<file path="src/ite_pkg.sv">
// ---------------------------------------------------------------------------
// ite_pkg
// Types and constants of the interval timer emulation.
// ---------------------------------------------------------------------------
package ite_pkg;

  localparam int IDX_W      = 2;
  localparam int QUEUE_DEPTH = 2;
  localparam int DIV_STEPS  = 32;

  // access phases
  localparam logic [2:0] PH_LSB      = 3'd1;
  localparam logic [2:0] PH_MSB      = 3'd2;
  localparam logic [2:0] PH_LSB_NEXT = 3'd3;
  localparam logic [2:0] PH_MSB_NEXT = 3'd4;

  // actions
  localparam logic [1:0] ACT_READ  = 2'd0;
  localparam logic [1:0] ACT_WRITE = 2'd1;
  localparam logic [1:0] ACT_CTRL  = 2'd2;
  localparam logic [1:0] ACT_NONE  = 2'd3;

  // count modes
  localparam logic [2:0] MODE_ONESHOT = 3'd0;
  localparam logic [2:0] MODE_RATE    = 3'd2;
  localparam logic [2:0] MODE_SQUARE  = 3'd3;
  localparam logic [2:0] MODE_STROBE  = 3'd4;
  localparam logic [2:0] MODE_LAST    = 3'd5;

  localparam logic [1:0]  CTRL_RDBACK  = 2'd3;
  localparam logic [1:0]  ACC_LATCH    = 2'd0;
  localparam logic [16:0] ZERO_BIN     = 17'h10000;
  localparam logic [16:0] ZERO_BCD     = 17'd9999;
  localparam logic [10:0] USEC_TO_CNT  = 11'd1193;
  localparam logic [9:0]  CNT_TO_USEC  = 10'd1000;
  localparam logic [15:0] COUNT_FULL   = 16'hFFFF;
  localparam logic [7:0]  BAD_READ     = 8'hFF;

  // x / 1000 and x / 1193 as (x * recip) >> RECIP_SHIFT, exact for x < 2^27
  localparam int          RECIP_SHIFT   = 37;
  localparam logic [27:0] DIV1000_RECIP = 28'd137438954;
  localparam logic [27:0] DIV1193_RECIP = 28'd115204488;

  localparam logic [2:0]  RST_PHASE  [3] = '{3'd3, 3'd1, 3'd3};
  localparam logic [2:0]  RST_MODE   [3] = '{3'd3, 3'd2, 3'd3};
  localparam logic [15:0] RST_PERIOD [3] = '{16'd54933, 16'd15, 16'd1106};

  typedef enum logic [2:0] {
    K_NOP   = 3'd0,
    K_READ  = 3'd1,
    K_RBAD  = 3'd2,
    K_WRITE = 3'd3,
    K_LATCH = 3'd4,
    K_PROG  = 3'd5
  } kind_t;

  typedef struct packed {
    kind_t            kind;
    logic [IDX_W-1:0] idx;
    logic [7:0]       data;
    logic [31:0]      now;
  } item_t;

  typedef struct packed {
    logic        start;
    logic [31:0] dividend;
    logic [16:0] divisor;
  } div_req_t;

  typedef struct packed {
    logic        done;
    logic [16:0] rem;
  } div_rsp_t;

endpackage

</file>
<file path="src/ite_front.sv">
// ---------------------------------------------------------------------------
// ite_front
// Unpacks bus accesses and sorts them into operation kinds.
// ---------------------------------------------------------------------------
module ite_front import ite_pkg::*; #(
  parameter int NUM_COUNTERS = 3
) (
  input  logic        s_tvalid,
  output logic        s_tready,
  input  logic [47:0] s_tdata,
  input  logic        full,
  output logic        push,
  output item_t       item
);

  logic [1:0] action;
  logic [1:0] cnt;
  logic [1:0] csel;
  logic [7:0] data;

  assign action   = s_tdata[1:0];
  assign cnt      = s_tdata[3:2];
  assign data     = s_tdata[11:4];
  assign csel     = data[7:6];
  assign s_tready = !full;
  assign push     = s_tvalid && !full;

  always_comb begin
    item.data = data;
    item.now  = s_tdata[43:12];
    item.idx  = cnt;
    item.kind = K_NOP;
    case (action)
      ACT_READ: begin
        item.kind = (32'(cnt) < NUM_COUNTERS) ? K_READ : K_RBAD;
      end
      ACT_WRITE: begin
        if (32'(cnt) < NUM_COUNTERS) item.kind = K_WRITE;
      end
      ACT_CTRL: begin
        item.idx = csel;
        if (csel != CTRL_RDBACK && 32'(csel) < NUM_COUNTERS) begin
          item.kind = (data[5:4] == ACC_LATCH) ? K_LATCH : K_PROG;
        end
      end
      default: item.kind = K_NOP;
    endcase
  end

endmodule

</file>
<file path="src/ite_queue.sv">
// ---------------------------------------------------------------------------
// ite_queue
// Short FIFO between the front and the back.
// ---------------------------------------------------------------------------
module ite_queue import ite_pkg::*; (
  input  logic  clk,
  input  logic  rst,
  input  logic  push,
  input  item_t push_item,
  input  logic  pop,
  output logic  full,
  output logic  not_empty,
  output item_t head
);

  localparam int PW = $clog2(QUEUE_DEPTH);

  item_t         mem [QUEUE_DEPTH];
  logic [PW-1:0] wptr;
  logic [PW-1:0] rptr;
  logic [PW:0]   fill;

  assign full      = (fill == (PW+1)'(QUEUE_DEPTH));
  assign not_empty = (fill != '0);
  assign head      = mem[rptr];

  always_ff @(posedge clk) begin
    if (push) mem[wptr] <= push_item;
  end

  always_ff @(posedge clk) begin
    if (rst) begin
      wptr <= '0;
      rptr <= '0;
      fill <= '0;
    end else begin
      if (push) wptr <= wptr + 1'b1;
      if (pop)  rptr <= rptr + 1'b1;
      if (push && !pop)      fill <= fill + 1'b1;
      else if (pop && !push) fill <= fill - 1'b1;
    end
  end

endmodule

</file>
<file path="src/ite_div.sv">
// ---------------------------------------------------------------------------
// ite_div
// Restoring divider, 32-bit dividend by 17-bit divisor, one bit per cycle.
// ---------------------------------------------------------------------------
module ite_div import ite_pkg::*; (
  input  logic     clk,
  input  logic     rst,
  input  div_req_t req,
  output div_rsp_t rsp
);

  localparam int CW = $clog2(DIV_STEPS);

  logic          busy;
  logic [CW-1:0] cnt;
  logic [31:0]   quo;
  logic [16:0]   rem;
  logic [16:0]   dvs;
  logic          done;
  logic [17:0]   sh;
  logic [18:0]   diff;
  logic          ge;

  assign sh   = {rem, quo[31]};
  assign diff = {1'b0, sh} - {2'b0, dvs};
  assign ge   = !diff[18];

  assign rsp.done = done;
  assign rsp.rem  = rem;

  always_ff @(posedge clk) begin
    if (req.start) begin
      quo <= req.dividend;
      dvs <= req.divisor;
      rem <= '0;
    end else if (busy) begin
      quo <= {quo[30:0], ge};
      rem <= ge ? diff[16:0] : sh[16:0];
    end
  end

  always_ff @(posedge clk) begin
    if (rst) begin
      busy <= 1'b0;
      cnt  <= '0;
      done <= 1'b0;
    end else begin
      done <= 1'b0;
      if (req.start) begin
        busy <= 1'b1;
        cnt  <= '0;
      end else if (busy) begin
        cnt <= cnt + 1'b1;
        if (cnt == CW'(DIV_STEPS - 1)) begin
          busy <= 1'b0;
          done <= 1'b1;
        end
      end
    end
  end

endmodule

</file>
<file path="src/ite_back.sv">
// ---------------------------------------------------------------------------
// ite_back
// Counter state, operation sequencer and result register.
// ---------------------------------------------------------------------------
module ite_back import ite_pkg::*; #(
  parameter int NUM_COUNTERS = 3
) (
  input  logic        clk,
  input  logic        rst,
  input  logic        q_valid,
  input  item_t       qi,
  output logic        pop,
  output div_req_t    dreq,
  input  div_rsp_t    drsp,
  output logic        m_tvalid,
  input  logic        m_tready,
  output logic [31:0] m_tdata
);

  localparam int IW = (NUM_COUNTERS > 1) ? $clog2(NUM_COUNTERS) : 1;

  typedef enum logic [6:0] {
    S_IDLE = 7'b0000001,
    S_MOD  = 7'b0000010,
    S_MUL  = 7'b0000100,
    S_SCL  = 7'b0001000,
    S_SCLW = 7'b0010000,
    S_OUT  = 7'b0100000,
    S_HOLD = 7'b1000000
  } state_t;

  state_t state;

  logic        bcd     [NUM_COUNTERS];
  logic [2:0]  phase   [NUM_COUNTERS];
  logic [2:0]  mode    [NUM_COUNTERS];
  logic        run     [NUM_COUNTERS];
  logic [15:0] latched [NUM_COUNTERS];
  logic [16:0] reload  [NUM_COUNTERS];
  logic [15:0] rusec   [NUM_COUNTERS];
  logic [31:0] ltime   [NUM_COUNTERS];

  logic [IW-1:0] idx_r;
  logic          zero_idx;
  logic [31:0]   d_r;
  logic [15:0]   v_r;
  logic [26:0]   prod;
  logic [15:0]   scl_r;
  logic          lat_r;
  logic [7:0]    rd_r;
  logic          chg_r;
  logic [15:0]   per_r;

  logic [IW-1:0] sel;
  logic [31:0]   d_c;
  logic [31:0]   a_c;
  logic          mode_ok;
  logic [16:0]   nr;
  logic [16:0]   rv_fin;
  logic          wr_done;
  logic [2:0]    ph_next;
  logic [2:0]    m_prog;
  logic [15:0]   mrem;
  logic [54:0]   scl_prod;

  assign sel = (state == S_IDLE) ? qi.idx[IW-1:0] : idx_r;
  assign pop = (state == S_IDLE) && q_valid;

  assign d_c = qi.now - ltime[sel];
  assign a_c = 32'(rusec[sel]) + 32'(latched[sel])
             - ((mode[sel] == MODE_SQUARE) ? {d_c[30:0], 1'b0} : d_c);
  assign mode_ok = (mode[sel] == MODE_ONESHOT) || (mode[sel] == MODE_RATE) ||
                   (mode[sel] == MODE_SQUARE) || (mode[sel] == MODE_STROBE);
  assign m_prog = (qi.data[3:1] > MODE_LAST) ? qi.data[3:1] - 3'd4 : qi.data[3:1];
  assign mrem = (rusec[sel] == '0) ? '0 : drsp.rem[15:0];

  // constant division by reciprocal multiply
  assign scl_prod = 55'(prod) * 55'(lat_r ? DIV1000_RECIP : DIV1193_RECIP);

  // write-path reload assembly
  always_comb begin
    nr      = reload[sel];
    wr_done = 1'b1;
    ph_next = phase[sel];
    case (phase[sel])
      PH_LSB: nr = {9'b0, qi.data};
      PH_MSB: nr = {1'b0, qi.data, 8'b0};
      PH_LSB_NEXT: begin
        nr      = {9'b0, qi.data};
        wr_done = 1'b0;
        ph_next = PH_MSB_NEXT;
      end
      PH_MSB_NEXT: begin
        nr      = reload[sel] | {1'b0, qi.data, 8'b0};
        ph_next = PH_LSB_NEXT;
      end
      default: nr = reload[sel];
    endcase
    rv_fin = nr;
    if (nr == '0) rv_fin = bcd[sel] ? ZERO_BCD : ZERO_BIN;
  end

  // only the latch modulo uses the divider
  always_comb begin
    dreq.start    = (state == S_IDLE) && q_valid && (qi.kind == K_LATCH) &&
                    run[sel] && mode_ok;
    dreq.dividend = a_c;
    dreq.divisor  = {1'b0, rusec[sel]};
  end

  always_ff @(posedge clk) begin
    if (rst) begin
      state    <= S_IDLE;
      m_tvalid <= 1'b0;
      for (int i = 0; i < NUM_COUNTERS; i++) begin
        bcd[i]     <= 1'b0;
        phase[i]   <= RST_PHASE[i];
        mode[i]    <= RST_MODE[i];
        run[i]     <= 1'b1;
        latched[i] <= RST_PERIOD[i];
        reload[i]  <= '0;
        rusec[i]   <= RST_PERIOD[i];
        ltime[i]   <= '0;
      end
    end else begin
      if (m_tvalid && m_tready && state != S_OUT) m_tvalid <= 1'b0;
      case (state)
        S_IDLE: begin
          if (q_valid) begin
            idx_r    <= qi.idx[IW-1:0];
            zero_idx <= (qi.idx == '0);
            chg_r    <= 1'b0;
            per_r    <= '0;
            case (qi.kind)
              K_RBAD: begin
                rd_r  <= BAD_READ;
                state <= S_OUT;
              end
              K_READ: begin
                state <= S_OUT;
                case (phase[sel])
                  PH_LSB: rd_r <= latched[sel][7:0];
                  PH_MSB: rd_r <= latched[sel][15:8];
                  PH_LSB_NEXT: begin
                    rd_r       <= latched[sel][7:0];
                    phase[sel] <= PH_MSB_NEXT;
                  end
                  PH_MSB_NEXT: begin
                    rd_r       <= latched[sel][15:8];
                    phase[sel] <= PH_LSB_NEXT;
                  end
                  default: rd_r <= BAD_READ;
                endcase
              end
              K_WRITE: begin
                rd_r       <= '0;
                phase[sel] <= ph_next;
                if (wr_done) begin
                  reload[sel] <= rv_fin;
                  prod        <= 27'(rv_fin) * 27'(CNT_TO_USEC);
                  lat_r       <= 1'b0;
                  state       <= S_SCL;
                end else begin
                  reload[sel] <= nr;
                  state       <= S_OUT;
                end
              end
              K_LATCH: begin
                rd_r       <= '0;
                bcd[sel]   <= qi.data[0];
                ltime[sel] <= qi.now;
                d_r        <= d_c;
                if (run[sel] && mode_ok) begin
                  state <= S_MOD;
                end else begin
                  state <= S_OUT;
                  if (run[sel]) latched[sel] <= COUNT_FULL;
                end
              end
              K_PROG: begin
                rd_r       <= '0;
                bcd[sel]   <= qi.data[0];
                phase[sel] <= {1'b0, qi.data[5:4]};
                mode[sel]  <= m_prog;
                run[sel]   <= 1'b1;
                state      <= S_OUT;
              end
              default: begin
                rd_r  <= '0;
                state <= S_OUT;
              end
            endcase
          end
        end
        S_MOD: begin
          if (drsp.done) begin
            lat_r <= 1'b1;
            state <= S_MUL;
            if (mode[sel] == MODE_SQUARE) begin
              v_r <= {mrem[15:1], 1'b0};
            end else if (mode[sel] != MODE_RATE && d_r > 32'(mrem)) begin
              run[sel] <= 1'b0;
              v_r      <= '0;
            end else begin
              v_r <= mrem;
            end
          end
        end
        S_MUL: begin
          prod  <= 27'(v_r) * 27'(USEC_TO_CNT);
          state <= S_SCL;
        end
        S_SCL: begin
          scl_r <= scl_prod[RECIP_SHIFT+15:RECIP_SHIFT];
          state <= S_SCLW;
        end
        S_SCLW: begin
          state <= S_OUT;
          if (lat_r) begin
            latched[sel] <= scl_r;
          end else begin
            rusec[sel] <= scl_r;
            if (zero_idx) begin
              chg_r <= 1'b1;
              per_r <= scl_r;
            end
          end
        end
        S_OUT: begin
          if (!m_tvalid || m_tready) begin
            m_tdata  <= {7'b0, per_r, chg_r, rd_r};
            m_tvalid <= 1'b1;
            state    <= S_IDLE;
          end
        end
        default: state <= S_IDLE;
      endcase
    end
  end

endmodule

</file>
<file path="src/interval_timer_emulation.sv">
// ---------------------------------------------------------------------------
// interval_timer_emulation
// Three-counter 8253-style timer model driven by bus access items.
// ---------------------------------------------------------------------------
// Usage:
//  - s_* channel takes one access item: a counter read, a counter write or a
//    control word, stamped with a 32-bit microsecond time.
//  - m_* channel returns exactly one result item per access, in order.
//  - Front classifies items into a 2-entry queue; the back sequencer executes
//    them one at a time against the per-counter state.
//  - Back states per item: reads, control words and partial writes go from
//    S_IDLE to S_OUT; a completed write adds S_SCL, S_SCLW (1000/1193 scale
//    by reciprocal multiply); a latch of a running counter in modes 0, 2, 3, 4
//    adds S_MOD (the 32-step one-bit-per-cycle modulo by the period), S_MUL,
//    S_SCL, S_SCLW (the 1193/1000 rescale) before S_OUT.
//  - S_OUT loads the result register; the next item starts the cycle after.
//  - Reset (rst, synchronous) restores the power-up counter state, empties
//    the queue and drops m_tvalid.
//  - A stalled receiver holds the result register; the back then stalls,
//    the queue fills and s_tready drops after two more items.
// ---------------------------------------------------------------------------
module interval_timer_emulation import ite_pkg::*; #(
  parameter int NUM_COUNTERS = 3
) (
  input  logic        clk,
  input  logic        rst,
  input  logic        s_tvalid,
  output logic        s_tready,
  // [1:0] action, [3:2] counter, [11:4] data, [43:12] now_usec, rest zero
  input  logic [47:0] s_tdata,
  output logic        m_tvalid,
  input  logic        m_tready,
  // [7:0] read_data, [8] period_changed, [24:9] new_period_usec, rest zero
  output logic [31:0] m_tdata
);

  logic     full;
  logic     push;
  logic     pop;
  logic     q_valid;
  item_t    in_item;
  item_t    head;
  div_req_t dreq;
  div_rsp_t drsp;

  ite_front #(.NUM_COUNTERS(NUM_COUNTERS)) u_front (
    .s_tvalid (s_tvalid),
    .s_tready (s_tready),
    .s_tdata  (s_tdata),
    .full     (full),
    .push     (push),
    .item     (in_item)
  );

  ite_queue u_queue (
    .clk       (clk),
    .rst       (rst),
    .push      (push),
    .push_item (in_item),
    .pop       (pop),
    .full      (full),
    .not_empty (q_valid),
    .head      (head)
  );

  ite_div u_div (
    .clk (clk),
    .rst (rst),
    .req (dreq),
    .rsp (drsp)
  );

  ite_back #(.NUM_COUNTERS(NUM_COUNTERS)) u_back (
    .clk      (clk),
    .rst      (rst),
    .q_valid  (q_valid),
    .qi       (head),
    .pop      (pop),
    .dreq     (dreq),
    .drsp     (drsp),
    .m_tvalid (m_tvalid),
    .m_tready (m_tready),
    .m_tdata  (m_tdata)
  );

endmodule

</file>
<file path="config.mk">
export PLATFORM = sky130hd
export DESIGN_NAME = interval_timer_emulation
export DESIGN_NICKNAME = d
export VERILOG_FILES = /design/src/ite_pkg.sv /design/src/ite_front.sv /design/src/ite_queue.sv /design/src/ite_div.sv /design/src/ite_back.sv /design/src/interval_timer_emulation.sv
export SDC_FILE = /design/constraint.sdc
export NUM_CORES = 2
export LEC_CHECK = 0
export BUFFER_PORTS_ARGS = -buffer_cell sky130_fd_sc_hd__buf_4
export CAP_MARGIN = 20
export CORE_ASPECT_RATIO = 0.8
export CORE_UTILIZATION = 45
export CTS_BUF_LIST = sky130_fd_sc_hd__clkbuf_4 sky130_fd_sc_hd__clkbuf_8
export DETAILED_ROUTE_END_ITERATION = 10
export GPL_TIMING_DRIVEN = 0
export PLACE_DENSITY = 0.73
export SLEW_MARGIN = 20
export SYNTH_ARGS = -nofsm -noshare
export SYNTH_HDL_FRONTEND = slang
export SYNTH_SLANG_ARGS = --single-unit
export TNS_END_PERCENT = 50
</file>
<file path="constraint.sdc">
create_clock -name clk -period 8.6 [get_ports clk]
set_clock_uncertainty 0.1 [all_clocks]
set_input_delay 0.43 -clock clk [delete_from_list [all_inputs] [get_ports clk]]
set_output_delay 0.43 -clock clk [all_outputs]
set_load 0.05 [all_outputs]
</file>
== Word level (Yosys, flattened, before mapping) ==
Memory sizes are Yosys's and may differ from the RTL's. A register that Yosys moved wholly into a read port is not among the register bits.
Index checks and enable logic that the tools add are counted.
Cells by class
  add/sub/neg operators: 10
  multiply operators: 3
  div/mod/pow operators: 0
  order comparisons: 4
  equality and inequality tests: 32
  shifts and indexed selects: 0
  mux-type cells: 151
  bitwise logic cells: 10
  reduce and logical (&&, ||, !) cells: 55
Operator list (count)
  2-to-1 mux 16 bit: 9
  2-to-1 mux 32 bit: 4
  2-to-1 mux 1 bit: 92
  2-to-1 mux 17 bit: 5
  2-to-1 mux 27 bit: 3
  subtractor 32 bit: 2
  multiplier 27 x 55 -> 53 bit: 1
  one-hot mux 27 bit (2 select lines): 1
  one-hot mux 17 bit (3 select lines): 1
  one-hot mux 7 bit (6 select lines): 1
  greater-than comparator 32 x 16 -> 1 bit: 1
  one-hot mux 16 bit (2 select lines): 1
  one-hot mux 8 bit (2 select lines): 2
  OR reduction 16 bit: 2
  OR reduction 32 bit: 1
  2-to-1 mux 2 bit: 14
  2-to-1 mux 28 bit: 1
  multiplier 16 x 11 -> 27 bit (second input constant): 1
  multiplier 17 x 7 -> 24 bit (second input constant): 1
  2-to-1 mux 3 bit: 7
  2-to-1 mux 7 bit: 3
  subtractor 18 x 16 -> 19 bit: 1
  == test 3 x 2 -> 1 bit (second input constant): 6
  adder 16 x 16 -> 17 bit: 1
  47 further kinds: 104
Storage, ports and cells
  bits in registers: 229
  bits in latches: 0
  RAM bits: 357
  bits in read-only memories: 0
  bits of input ports: 52
  word-level logic and storage cells: 297
  memories: 9
Memory list
  u_back.ltime: depth 3, bits a word 32, read ports 1, clocked after Yosys merged registers in 0, write ports 3, line ite_back.sv:41  | logic [31:0] ltime [NUM_COUNTERS];
  u_queue.mem: depth 2, bits a word 45, read ports 1, clocked after Yosys merged registers in 1, write ports 1, line ite_queue.sv:18  | item_t mem [QUEUE_DEPTH];
  u_back.reload: depth 3, bits a word 17, read ports 1, clocked after Yosys merged registers in 0, write ports 3, line ite_back.sv:39  | logic [16:0] reload [NUM_COUNTERS];
  u_back.latched: depth 3, bits a word 16, read ports 1, clocked after Yosys merged registers in 0, write ports 3, line ite_back.sv:38  | logic [15:0] latched [NUM_COUNTERS];
  u_back.rusec: depth 3, bits a word 16, read ports 1, clocked after Yosys merged registers in 0, write ports 3, line ite_back.sv:40  | logic [15:0] rusec [NUM_COUNTERS];
  u_back.mode: depth 3, bits a word 3, read ports 1, clocked after Yosys merged registers in 0, write ports 3, line ite_back.sv:36  | logic [2:0] mode [NUM_COUNTERS];
  +3 memories

== Depth between registers and ports, before layout ==
An unclocked memory read counts as a cell.
  depth in word-level cells: 17
  gate-level depth with buffers: 35
  mapped depth without buffers: 32

== By module ==
Synthesis repeated with hierarchy kept, for this count alone.
Second synthesis, totals
  cells, all modules: 5016
  area total of the unflattened synthesis: 54765.0 µm²
By module, submodules not included
  ite_back: times used 1, cells an instance 4476, area an instance 47075.1 µm², sequential area each 15154.5 µm²
  ite_div: times used 1, cells an instance 325, area an instance 3812.4 µm², sequential area each 1951.9 µm²
  ite_queue: times used 1, cells an instance 162, area an instance 3469.6 µm², sequential area each 2802.7 µm²
  ite_front: times used 1, cells an instance 53, area an instance 407.9 µm², sequential area each 0.0 µm²

== Worst setup path before layout ==
No wires, ideal clock.
  path kind: reg2reg
  start point: reg u_back.state[1]
  end point: reg u_back.prod[26], data pin
  library setup time: 269 ps
  arrival: 8342 ps
  slack: -110 ps
  cell stages (with the launch flop): 34
  path buffers: 2
  period minus slack after synthesis: 8710 ps
  cell sequence: dfxtp_1 > nor4_4 > nand3b_2 > mux2i_1 > buf_4 > buf_4 > mux4_2 > a21oi_1 > o22ai_1 > a22oi_1 > nand4_1 > nor3_4 > nand2_1 > and2_1 > fa_1 > inv_1 > fa_1 > inv_1 > fa_1 > fa_1 > inv_1 > ha_1 > inv_1 > o21bai_1 > a21oi_1 > o21ai_0 > a211oi_1 > o41a_1 > nor2b_1 > o21a_1 > o41ai_1 > o21ai_0 > xnor2_1 > o21ai_0
On the way
  longest elaborated chain between the ends: 13
  elaborated cells between the ends (all ways): 21
  classes of those cells: mul: 1; eq/ne: 6; mux: 8; bitwise: 1; reduce/logical: 2; memory: 3
RTL lines
  start: declaration: line ite_back.sv:32  | state_t state;
  start signal: assignment: line ite_back.sv:113  | state <= S_IDLE;
  start signal: assignment: line ite_back.sv:137  | state <= S_OUT;
  start signal: assignment: line ite_back.sv:140  | state <= S_OUT;
  == test 7 x 1 -> 1 bit: line ite_back.sv:66, ite_back.sv:127
  2-to-1 mux 2 bit: line ite_back.sv:66  | assign sel = (state == S_IDLE) ? qi.idx[IW-1:0] : idx_r;
  memory (3 x 3 bit)
  == test 3 x 1 -> 1 bit / == test 3 x 2 -> 1 bit (equally long branches): line ite_back.sv:85  | case (phase[sel])
  OR reduction 2 bit (no source line)
  one-hot mux 17 bit (3 select lines): line ite_back.sv:85
  zero test 17 bit: line ite_back.sv:100  | if (nr == '0) rv_fin = bcd[sel] ? ZERO_BCD : ZERO_BIN;
  2-to-1 mux 17 bit: line ite_back.sv:100
  multiplier 17 x 7 -> 24 bit: line ite_back.sv:160  | prod <= 27'(rv_fin) * 27'(CNT_TO_USEC);
  2-to-1 mux 27 bit: line ite_back.sv:158  | if (wr_done) begin
  2-to-1 mux 27 bit: line ite_back.sv:134  | case (qi.kind)
  2-to-1 mux 27 bit: line ite_back.sv:129  | if (q_valid) begin
  one-hot mux 27 bit (2 select lines) *: line ite_back.sv:127  | case (state)
  end signal: assignment: line ite_back.sv:160
  end signal: assignment: line ite_back.sv:210  | prod <= 27'(v_r) * 27'(USEC_TO_CNT);
  end: declaration: line ite_back.sv:47  | logic [26:0] prod;
Every way passes the cells marked *; elsewhere a longest branch is shown, timed or not. The select of a mux whose other input is x is not followed.
A chain may end at the register's enable or synchronous reset.

== Worst setup path after layout ==
Ends and elaborated chain as after synthesis.

==> metrics.csv <==
stage,metric,value,unit
yosys,synthCells,4723,
critical_path,cp.required,9.03,ns
final_layout,layout.nets,6155,
final_layout,seqCellArea,0.0199,mm²
die,die_w,389,µm
yosys,ys.flop_type,edfxtp_1,
yosys,yosysSeqAreaShare,36.8,%
yosys,ys_warn_count,0,
die,io-pin-count,86,
critical_path,crit_slowest_cell,or4_4,
critical_path,cp_data_arrival_time,8.87,ns
global_routing,use_met2,32.0,%
timing,worstMarginPinSlew,1.06,ns
critical_path,end_kind,flop,
placed_design,pre_cts_ws,-2.31,ns
route,vias_per_cell,5.37,
final_layout,multi_input_area,0.0308,mm²
critical_path,worst-setup-path-type,flop to flop,
final_layout,final_util,51.1,%
timing,maxSlewHeadroom,29.0,%
timing,slew_violations,0,
die,die_h,312,µm
route,drt_iter0_drc,3312,
route,num_vias,36108,
yosys,yosys.cell_types.count,89,
timing,finalSetupViolations,0,
timing,hold_viol,0,
final_layout,final_common_cell,inv_1,
yosys,synthArstFlopShare,0,%
route,drc_errors,0,
yosys,synthesis.area,0.0541,mm²
worst_hold_path,hp-class,input pin to flop,
clocking,cts_buffer_depth,3,
placed_design,globalplace.congestion,0.965,
global_routing,grt_pass1_vias,36513,
placed_design,hpwl,108,mm
clocking,clock_latency,0.82,ns
global_routing,antenna_found_initial,5,
timing,finalSetupTns,0,ns
global_routing,use_met1,33.1,%
critical_path,max_stage_delay,0.56,ns
yosys,synth_seq_cells,675,
timing,min_period,8.44,ns
final_layout,syn2layout_area_growth,12.4,%
run_status,outcome,completed,
global_routing,grt_start_max_net_pins,37,
placed_design,port_buffers,73,
clocking,cts_buffers,103,
global_routing,grt_pass1_wl,209,mm
die,fp-row-count,113,
final_layout,n_fill_cell,10228,
final_layout,layout-drive-gt1-share,11.7,%
route,ant_nets,0,
route,firstDrtPassIters,6,
job,cap_violations,0,
timing,fmax,119,MHz
clocking,clkTransAtPathRegs,0.07,ns
critical_path,rr_worst_depth,32,
global_routing,use_met3,7.58,%
clocking,root_buffer,clkbuf_8,
clocking,cts_htree_levels,3,
route,postRouteWirelength,136,mm
critical_path,start_kind,flop,
placed_design,placed_area,0.0571,mm²
critical_path,critPathMaxFanout,6,
die,initial_utilization,45.5,%
global_routing,grt_busiest_layer,met1,
final_layout,final_area,0.0607,mm²
clocking,cts_tree,built,
critical_path,path_common_cell,fa_1,
yosys,synth_edf_count,636,
final_layout,mostFrequentLayoutCells,"inv_1, edfxtp_1, ha_1",
yosys,synth.avg_cell_area,11.4,µm²
worst_hold_path,whs_path_depth,2,
timing,period_share,98.1,%
route,wl_per_cell,20.2,µm
timing,rsz0062_at_grt,yes,
die,core_area,0.119,mm²
die,dieArea,0.122,mm²
global_routing,overflow,0,
global_routing,track_usage,22.5,%
clocking,clock-sinks,675,
timing,worst_slack,0.161,ns
==> through the flow <==
stage	std cells	hold WS, ns
global placement	6419	0.303
finish	6729	0.235
detailed placement	6439	0.306
global route	6728	0.176
floorplan	4736	0.300
CTS	6691	0.171
==> cell usage after synthesis (all sizes together), types with 9 or more instances <==
cell type    n  area share (%)
nand2      227             1.6
ha         550              13
a211oi      13            0.18
nand2b      82            0.95
nand3b      15            0.22
fa         523              19
nor3        62            0.59
mux4        87             3.6
buf         35            0.32
nor4        17            0.24
nor2       358             2.5
a22oi       22            0.31
edfxtp     636              35
o211ai      21            0.29
o31ai        9            0.12
o22ai       13            0.15
a21boi      13            0.18
o21a        35            0.49
nor3b        9            0.12
a21o        43            0.60
clkbuf      96            0.67
dfxtp       39             1.4
mux2i       82             1.5
a21oi      182             1.7
o21bai       9            0.12
inv        918             6.4
xnor2       91             1.5
mux2        15            0.33
o21ai      108             1.0
and3        32            0.37
nor2b       39            0.45
nand4       20            0.23
or3         20            0.23
nand3       36            0.33
xor2        48            0.78
and2        74            0.86
a31oi        9            0.10
or2         24            0.28
==> registers in the layout (all words and copies together), names as in the netlist, 16 cells and up, named ones only <==
| name | cells |
|---|---|
| u_div.dvs | 16 |
| u_back.ltime | 128 |
| u_div.rem | 17 |
| u_back.reload | 68 |
| u_back.m_tdata | 25 |
| u_back.rusec | 64 |
| u_back.d_r | 32 |
| u_back.prod | 27 |
| u_back.per_r | 16 |
| u_back.latched | 64 |
| u_div.quo | 32 |
| u_back.v_r | 16 |
| u_queue.mem | 90 |
| u_back.scl_r | 16 |
==> critical path: cells and delay by family, from the launching register on <==
kind / cells / cell delay (ns)
XOR/XNOR: 1 / 0.22
AND/OR/NAND/NOR: 10 / 2.56
multiplexers: 2 / 0.78
AO/OA/AOI/OAI: 10 / 1.71
adder cells (fa/ha/maj): 5 / 1.98
buffers and inverters: 4 / 0.41
flip-flops: 1 / 0.35
==> cell families after synthesis <==
logic type / after synthesis / synth area share (%)
fa+ha+maj: 1073 / 32.1
buf+inv: 1049 / 7.37
simple gates: 1048 / 9.49
flops: 675 / 36.8
compound gates: 553 / 6.53
mux: 184 / 5.48
xor+xnor: 139 / 2.25
other cells: 2 / 0.0139
==> area by class of cell <==
type                    instances  share of cell area (%)
clock buffers                 142                    2.91
well taps                    1610                    3.32
flip-flops and latches        675                    32.7
repair buffers                190                    2.82
multi-input cells            3012                    50.6
inverters                     918                    5.69
diodes                          4                  0.0165
clock inverters                48                   0.781
plain buffers                 130                    1.08
==> metal layers <==
layer | routed length [µm] | share of wire, %
met1 | 59900 | 44
met5 | 36 | 0.027
met4 | 2690 | 2.0
met3 | 16800 | 12
met2 | 56400 | 42
==> what timing repair did <==
action / 4_1_cts / 5_1_grt
resized for setup: 96 / 105
pin swaps: 12 / 28
hold buffers: 47 / 0
endpoints found under the hold margin: 93 / 0
endpoints found under the setup margin: 70 / 33
cloned: 0 / 1
buffers inserted: 16 / 32
==> final timing paths <==
| kind | slack (ns) | endpoint | from |
|---|---|---|---|
| worst max-delay path | 0.16 | u_back.prod[26] | u_back.state[1] |
| worst min-delay path | 0.24 | u_queue.mem[1][3] | s_tdata[15] |
| worst max register to register | 0.16 | u_back.prod[26] | u_back.state[1] |
| worst min register to register | 0.32 | u_back.m_tdata[12] | u_back.per_r[3] |
Power is left out: the tool's default activity adds up to more than one toggle a clock period on the data nets, which glitch-free logic cannot reach.
